### src/hw/rtl/bfw_pkg.sv
// Shared types and constants for the bitplane framebuffer writer.
// No dependencies; imported by every module of the block.
package bfw_pkg;

    // Request opcodes carried on s_tuser
    typedef enum logic [1:0] {
        OP_CLEAR  = 2'd0,
        OP_INVERT = 2'd1,
        OP_PIXEL  = 2'd2,
        OP_READ   = 2'd3
    } op_t;

    // Configuration register indexes
    localparam logic [2:0] CFG_DISPLAY_WIDTH  = 3'd0;
    localparam logic [2:0] CFG_DISPLAY_HEIGHT = 3'd1;
    localparam logic [2:0] CFG_LINE_STEP      = 3'd2;
    localparam logic [2:0] CFG_PLANE_BYTES    = 3'd3;
    localparam logic [2:0] CFG_IMAGE_WIDTH    = 3'd4;
    localparam logic [2:0] CFG_IMAGE_HEIGHT   = 3'd5;
    localparam logic [2:0] CFG_RED_THRESHOLD  = 3'd6;

    localparam int CFG_INDEX_W = 3;
    localparam int CFG_DATA_W  = 16;

    // Register reset values
    localparam logic [10:0] RST_DISPLAY_WIDTH  = 11'd1024;
    localparam logic [10:0] RST_DISPLAY_HEIGHT = 11'd1024;
    localparam logic [7:0]  RST_LINE_STEP      = 8'd128;
    localparam logic [14:0] RST_PLANE_BYTES    = 15'd16384;
    localparam logic [10:0] RST_IMAGE_WIDTH    = 11'd1024;
    localparam logic [10:0] RST_IMAGE_HEIGHT   = 11'd1024;
    localparam logic [15:0] RST_RED_THRESHOLD  = 16'd0;

    // Stream payload layout
    localparam int S_TDATA_W = 56;
    localparam int S_TUSER_W = 2;
    localparam int M_TDATA_W = 8;
    localparam int M_TUSER_W = 1;

    localparam int PLANE_LSB = 0;
    localparam int POS_X_LSB = 1;
    localparam int POS_Y_LSB = 11;
    localparam int RED_LSB   = 21;
    localparam int BIDX_LSB  = 37;

    localparam logic [7:0] BYTE_ALL_ONES = 8'hff;
    localparam logic [7:0] BIT_MSB_MASK  = 8'h80;

    // Controller to datapath commands
    typedef struct packed {
        logic latch;        // capture accepted request
        logic pix_a;        // centre pixel, range checks
        logic pix_b;        // row times line step plus column byte
        logic pix_c;        // plane bound check, read byte
        logic pix_wr;       // write back modified byte
        logic rd_issue;     // read-byte lookup
        logic walk_step;    // one clear/invert walk position
        logic walk_wr;      // invert write back
        logic load_result;  // move result into output register
    } cmd_t;

    // Datapath to controller status
    typedef struct packed {
        logic walk_done;
        logic walk_rmw;
        logic out_free;
    } status_t;

endpackage

### src/hw/rtl/bfw_ctrl.sv
// Sequencer for the bitplane framebuffer writer.
// Depends on bfw_pkg for the command and status structs.
module bfw_ctrl
    import bfw_pkg::*;
(
    input  logic                 aclk,
    input  logic                 aresetn,
    input  logic                 s_tvalid,
    output logic                 s_tready,
    // op[1:0]
    input  logic [S_TUSER_W-1:0] s_tuser,
    input  status_t              status,
    output cmd_t                 cmd
);

    typedef enum logic [8:0] {
        ST_IDLE    = 9'b000000001,
        ST_PIX_A   = 9'b000000010,
        ST_PIX_B   = 9'b000000100,
        ST_PIX_C   = 9'b000001000,
        ST_PIX_D   = 9'b000010000,
        ST_RD      = 9'b000100000,
        ST_WALK    = 9'b001000000,
        ST_WALK_WR = 9'b010000000,
        ST_FIN     = 9'b100000000
    } state_t;

    state_t state_reg, state_next;

    assign s_tready = (state_reg == ST_IDLE);

    // Next state and command decode
    always_comb begin
        state_next = state_reg;
        cmd        = '0;
        unique case (state_reg)
            ST_IDLE: begin
                if (s_tvalid) begin
                    cmd.latch = 1'b1;
                    // first working state follows the opcode of the live request
                    unique case (op_t'(s_tuser)) inside
                        OP_CLEAR, OP_INVERT: state_next = ST_WALK;
                        OP_PIXEL:            state_next = ST_PIX_A;
                        OP_READ:             state_next = ST_RD;
                    endcase
                end
            end
            ST_PIX_A: begin
                cmd.pix_a  = 1'b1;
                state_next = ST_PIX_B;
            end
            ST_PIX_B: begin
                cmd.pix_b  = 1'b1;
                state_next = ST_PIX_C;
            end
            ST_PIX_C: begin
                cmd.pix_c  = 1'b1;
                state_next = ST_PIX_D;
            end
            ST_PIX_D: begin
                cmd.pix_wr = 1'b1;
                state_next = ST_FIN;
            end
            ST_RD: begin
                cmd.rd_issue = 1'b1;
                state_next   = ST_FIN;
            end
            ST_WALK: begin
                cmd.walk_step = 1'b1;
                if (status.walk_done) begin
                    state_next = ST_FIN;
                end else if (status.walk_rmw) begin
                    state_next = ST_WALK_WR;
                end
            end
            ST_WALK_WR: begin
                cmd.walk_wr = 1'b1;
                state_next  = ST_WALK;
            end
            ST_FIN: begin
                if (status.out_free) begin
                    cmd.load_result = 1'b1;
                    state_next      = ST_IDLE;
                end
            end
            default: begin
                state_next = ST_IDLE;
            end
        endcase
    end

    // State register
    always_ff @(posedge aclk) begin
        if (!aresetn) begin
            state_reg <= ST_IDLE;
        end else begin
            state_reg <= state_next;
        end
    end

endmodule

### config.mk
export PLATFORM = sky130hd
export DESIGN_NAME = bfw_ctrl
export DESIGN_NICKNAME = d
export VERILOG_FILES = /design/src/hw/rtl/bfw_pkg.sv /design/src/hw/rtl/bfw_ctrl.sv
export SDC_FILE = /design/constraint.sdc
export NUM_CORES = 1
export LEC_CHECK = 0
export BUFFER_PORTS_ARGS = -buffer_cell sky130_fd_sc_hd__buf_4
export CAP_MARGIN = 15
export CELL_PAD_IN_SITES_DETAIL_PLACEMENT = 2
export CELL_PAD_IN_SITES_GLOBAL_PLACEMENT = 2
export CORE_MARGIN = 8
export CORE_UTILIZATION = 29
export DETAILED_ROUTE_END_ITERATION = 8
export PLACE_DENSITY_LB_ADDON = 0.1
export REMOVE_ABC_BUFFERS = 1
export SYNTH_ARGS = -nofsm -noshare
export SYNTH_HDL_FRONTEND = slang
export SYNTH_SLANG_ARGS = --single-unit
### constraint.sdc
create_clock -name aclk -period 2.4 [get_ports aclk]
set_clock_uncertainty 0.05 [all_clocks]
set_input_delay 0.48 -clock aclk [delete_from_list [all_inputs] [get_ports aclk]]
set_output_delay 0.48 -clock aclk [all_outputs]
set_load 0.01 [all_outputs]
Word-level counts from Yosys, hierarchy flattened --
Cells that the tools add are included.
Word-level totals: bits in registers 9, bits in latches 0, RAM bits 0, ROM bits 0, input bits 8, output and inout port bits 10, word-level logic and storage cells 37, memories kept 0
Cells by class: add/sub/neg operators 0, multiply operators 0, divide/modulo/power cells 0, order comparisons 0, eq/ne operators 15, shifts and indexed selects 0, multiplexer cells 17, bitwise gates (word level) 0, reduce and logical (&&, ||, !) cells 4
Operators with widths (number):
- case mux 9 bit (8 select lines) | 1
- 2-to-1 mux 9 bit | 4
- case mux 9 bit (3 select lines) | 1
- 2-to-1 mux 1 bit | 11
- == test 9 x 1 -> 1 bit, second input constant | 1
- == test 9 x 2 -> 1 bit, second input constant | 1
- == test 9 x 3 -> 1 bit, second input constant | 1
- == test 9 x 4 -> 1 bit, second input constant | 1
- == test 9 x 5 -> 1 bit, second input constant | 1
- == test 9 x 6 -> 1 bit, second input constant | 1
- == test 9 x 7 -> 1 bit, second input constant | 1
- == test 9 x 8 -> 1 bit, second input constant | 1
- == test 9 bit, second input constant | 1
- == test 2 bit, second input constant | 2
- != test 2 bit, second input constant | 2
- OR reduction 2 bit | 2
- != test 3 bit, second input constant | 1
- AND reduction 3 bit | 1
- == test 2 x 1 -> 1 bit, second input constant | 1
- logical NOT 2 bit | 1

Longest topological paths before layout --
word-level depth 5, depth in mapped cells 5, depth with buffers taken out 4

Least setup slack after synthesis --
OpenSTA, ideal clock, no wires.
path kind reg-to-output, from register state_reg[0], to output port cmd[3] (netlist bit), arrival 1.450 ns, required time 1.870 ns, path slack 0.420 ns, stages on the path, launching flop included 4, path buffers 0, cell sequence dfxtp_1 nor4_1 nand2_1 nor4b_1
RTL lines:
- start, declared | RTL line bfw_ctrl.sv:28 | state_t state_reg, state_next;
- start signal, assigned | RTL line bfw_ctrl.sv:97 | state_reg <= state_next;
- end, declared | RTL line bfw_ctrl.sv:13 | output cmd_t cmd

==> qor.yml <==
outcome:
  status: "completed"
power:
  leakage_nw: 0.339
  peakVddDrop_mv: 0.219
  power_density_mw_per_mm2: 534
final_layout:
  largest_reg_flops: 9
  stdcell_area_um2: 822
  finalNetCount: 98
  layout.area.seq_um2: 180
  multi_input_area_um2: 430
  finalNonFillerCells: 117
  diodes: 0
  drive_above_1_share_pct: 36.0
  fillers: 259
  areaGrowthSynthToFinish_pct: 26.8
logic_synthesis:
  syn-cell-area_um2: 648
  synth_top_cell_area_share_pct: 27.8
  synth_edf_count: 0
  synth-async-reset-ratio_pct: 0
  synth.area.top_cells: "dfxtp_1 (28%), nor4b_1 (9.5%), nor4_1 (6.8%)"
  syn_avg_cell_area_um2: 9.26
  synth_cells: 70
  yosys_warnings: 0
  ys_types: 35
  yosysSeqAreaShare_pct: 27.8
  synthFlopType: "dfxtp_1"
  ys_seq_elements: 9
  synth.largest_area_cell: "dfxtp_1"
floorplan:
  die_area_mm2: 0.00400
  fp.dieW_um: 63.3
  start_util_pct: 29.9
  io_pins: 18
  core_area_mm2: 0.00217
  fp-row-count: 17
  die_y_um: 63.3
sta:
  finalCriticalPeriod_ps: 2360
  hold_ws_ps: 355
  setup_ws_ps: 39.6
  max_freq_ghz: 0.424
  fin_setup_tns_ps: 0
  tightest_slew_ps: 884
  rsz0062_at_grt: "yes"
  fin_crit_sh_pct: 98.3
  hold_viol: 0
  setup_viol: 0
  final-max-slew-violation-count: 0
  relSlewSlack_pct: 40.6
global_route:
  grt_usage_pct: 9.68
  overflow: 0
  grt_first_pass_wirelength_mm: 3.17
  grt_max_degree: 11
  grt_pass1_vias: 671
  grt_antenna_before_repair: 0
cts:
  cts.clk_slew.worst_paths_ps: 60
  cts_tree: "done"
  clk_latency_ps: 260
  cts_root_buffer: "clkbuf_4"
  htreeDepth: 1
  cts_buffers: 3
  cts_num_sinks: 9
  post_cts_buffers: 0
  max-clock-path-buffers: 2
min_path:
  hold_depth: 2
  hp-start: "s_tuser[0]"
  holdPathEnd: "state_reg[1]"
  holdCritPathClass: "input pin to flip-flop"
placed_design:
  routabilityCongestion: 0.782
  post-place-cells: 113
  post-place-ws_ps: 293
  port_buffers: 17
  place_hpwl_mm: 1.58
  placed_area_um2: 785
setup_path:
  rr_startpoint: "state_reg[2]"
  crit_type: "flip-flop to output port"
  rrSetupSlack_ps: 300
  worst-r2r-cell-count: 4
  startpoint_type: "flip-flop"
  critical_path_arrival_ps: 1830
  r2r_end: "state_reg[7]"
  cp.required_ps: 1870
  end_kind: "output port"
  cp_max_fo: 10
detailed_routing:
  viasPerCell: 5.48
  wl_per_cell_um: 17.4
  wl_mm: 2.03
  drc: 0
  antenna_left: 0
  vias: 641
  drt_iter0_markers: 8
  dr.pass1.iters: 3
run:
  cap_violations: 0
[worst max path at each step]
stage	start	end	slack, ps	depth (start not counted)
finish	state_reg[4]	cmd[6]	40	4
global route	state_reg[4]	cmd[7]	-80	4
CTS	state_reg[4]	cmd[2]	3	3
detailed placement	state_reg[4]	cmd[2]	290	3
global placement	state_reg[4]	cmd[2]	340	3
floorplan	state_reg[0]	cmd[3]	420	3
[stage by stage]
step | util, % | power [mW]
6_report | 37.9 | 0.439
5_1_grt | 37.9 | 0.469
4_1_cts | 37.4 | 0.443
3_5_place_dp | 36.2 | 0.323
3_3_place_gp | 36.2 | 0.321
2_1_floorplan | - | 0.259
[kinds of logic after synthesis]
kind of cell	after synthesis	share of synthesized area [%]
and+or+nand+nor	41	45.0
buffers and inverters	6	7.53
muxes	1	1.74
DFF	9	27.8
xor gates and xnor gates	4	5.41
AOI/OAI and AO/OA	9	12.5
[power by group]
group          internal, mW  total [mW]  leakage (nW)  switching [mW]
clock                0.0640       0.117        0.0150          0.0534
combinational        0.0694       0.154         0.251          0.0841
sequential            0.156       0.168        0.0730          0.0118
[cell usage in the layout, fill, tap and decap left out, types with 2 or more instances in the layout]
cell type,count
buf_4,19
nor4b_1,6
nor2_1,3
nor4_1,7
nor4b_2,2
xor2_1,3
o21ai_0,2
inv_1,2
nor3_2,2
dfxtp_1,9
nand2_1,3
and3_1,4
or3_1,2
clkbuf_4,3
and2_1,2
a221oi_2,2
[critical path: stages (launching register included)]
cell	delay (ps)
dfxtp_1	420
nor4_1	390
nand2_1	170
nor4b_1	400
buf_4	200
[metal layers]
metal  vias up  wire length [um]  GRT usage, %
met4         0                27          5.01
met1       310              1000          11.8
met3         2                79          2.83
met5         -                 0             0
met2        13               923          15.0
li1        316                 -             -
[final cells by class]
type | count | share of cell area, %
clock buffers | 4 | 3.20
inverters | 2 | 0.913
multi-input cells | 55 | 52.4
flip-flops and latches | 9 | 21.9
well taps | 28 | 4.26
repair buffers | 19 | 17.4
[synthesized netlist by cell type, types with 2 or more instances]
| library cell | instances |
|---|---|
| dfxtp_1 | 9 |
| nor4_1 | 7 |
| nor4b_1 | 7 |
| and3_1 | 4 |
| nand2_1 | 3 |
| nor2_1 | 3 |
| xor2_1 | 3 |
| a221oi_2 | 2 |
| and2_1 | 2 |
| inv_1 | 2 |
| nor3_1 | 2 |
| o21ai_0 | 2 |
| or3_1 | 2 |
[repair_timing]
item	CTS	global route
hold buffers	0	0
resized for setup	0	2
setup endpoints to repair	0	4
Note: power is estimated with default switching activity, not from simulation.
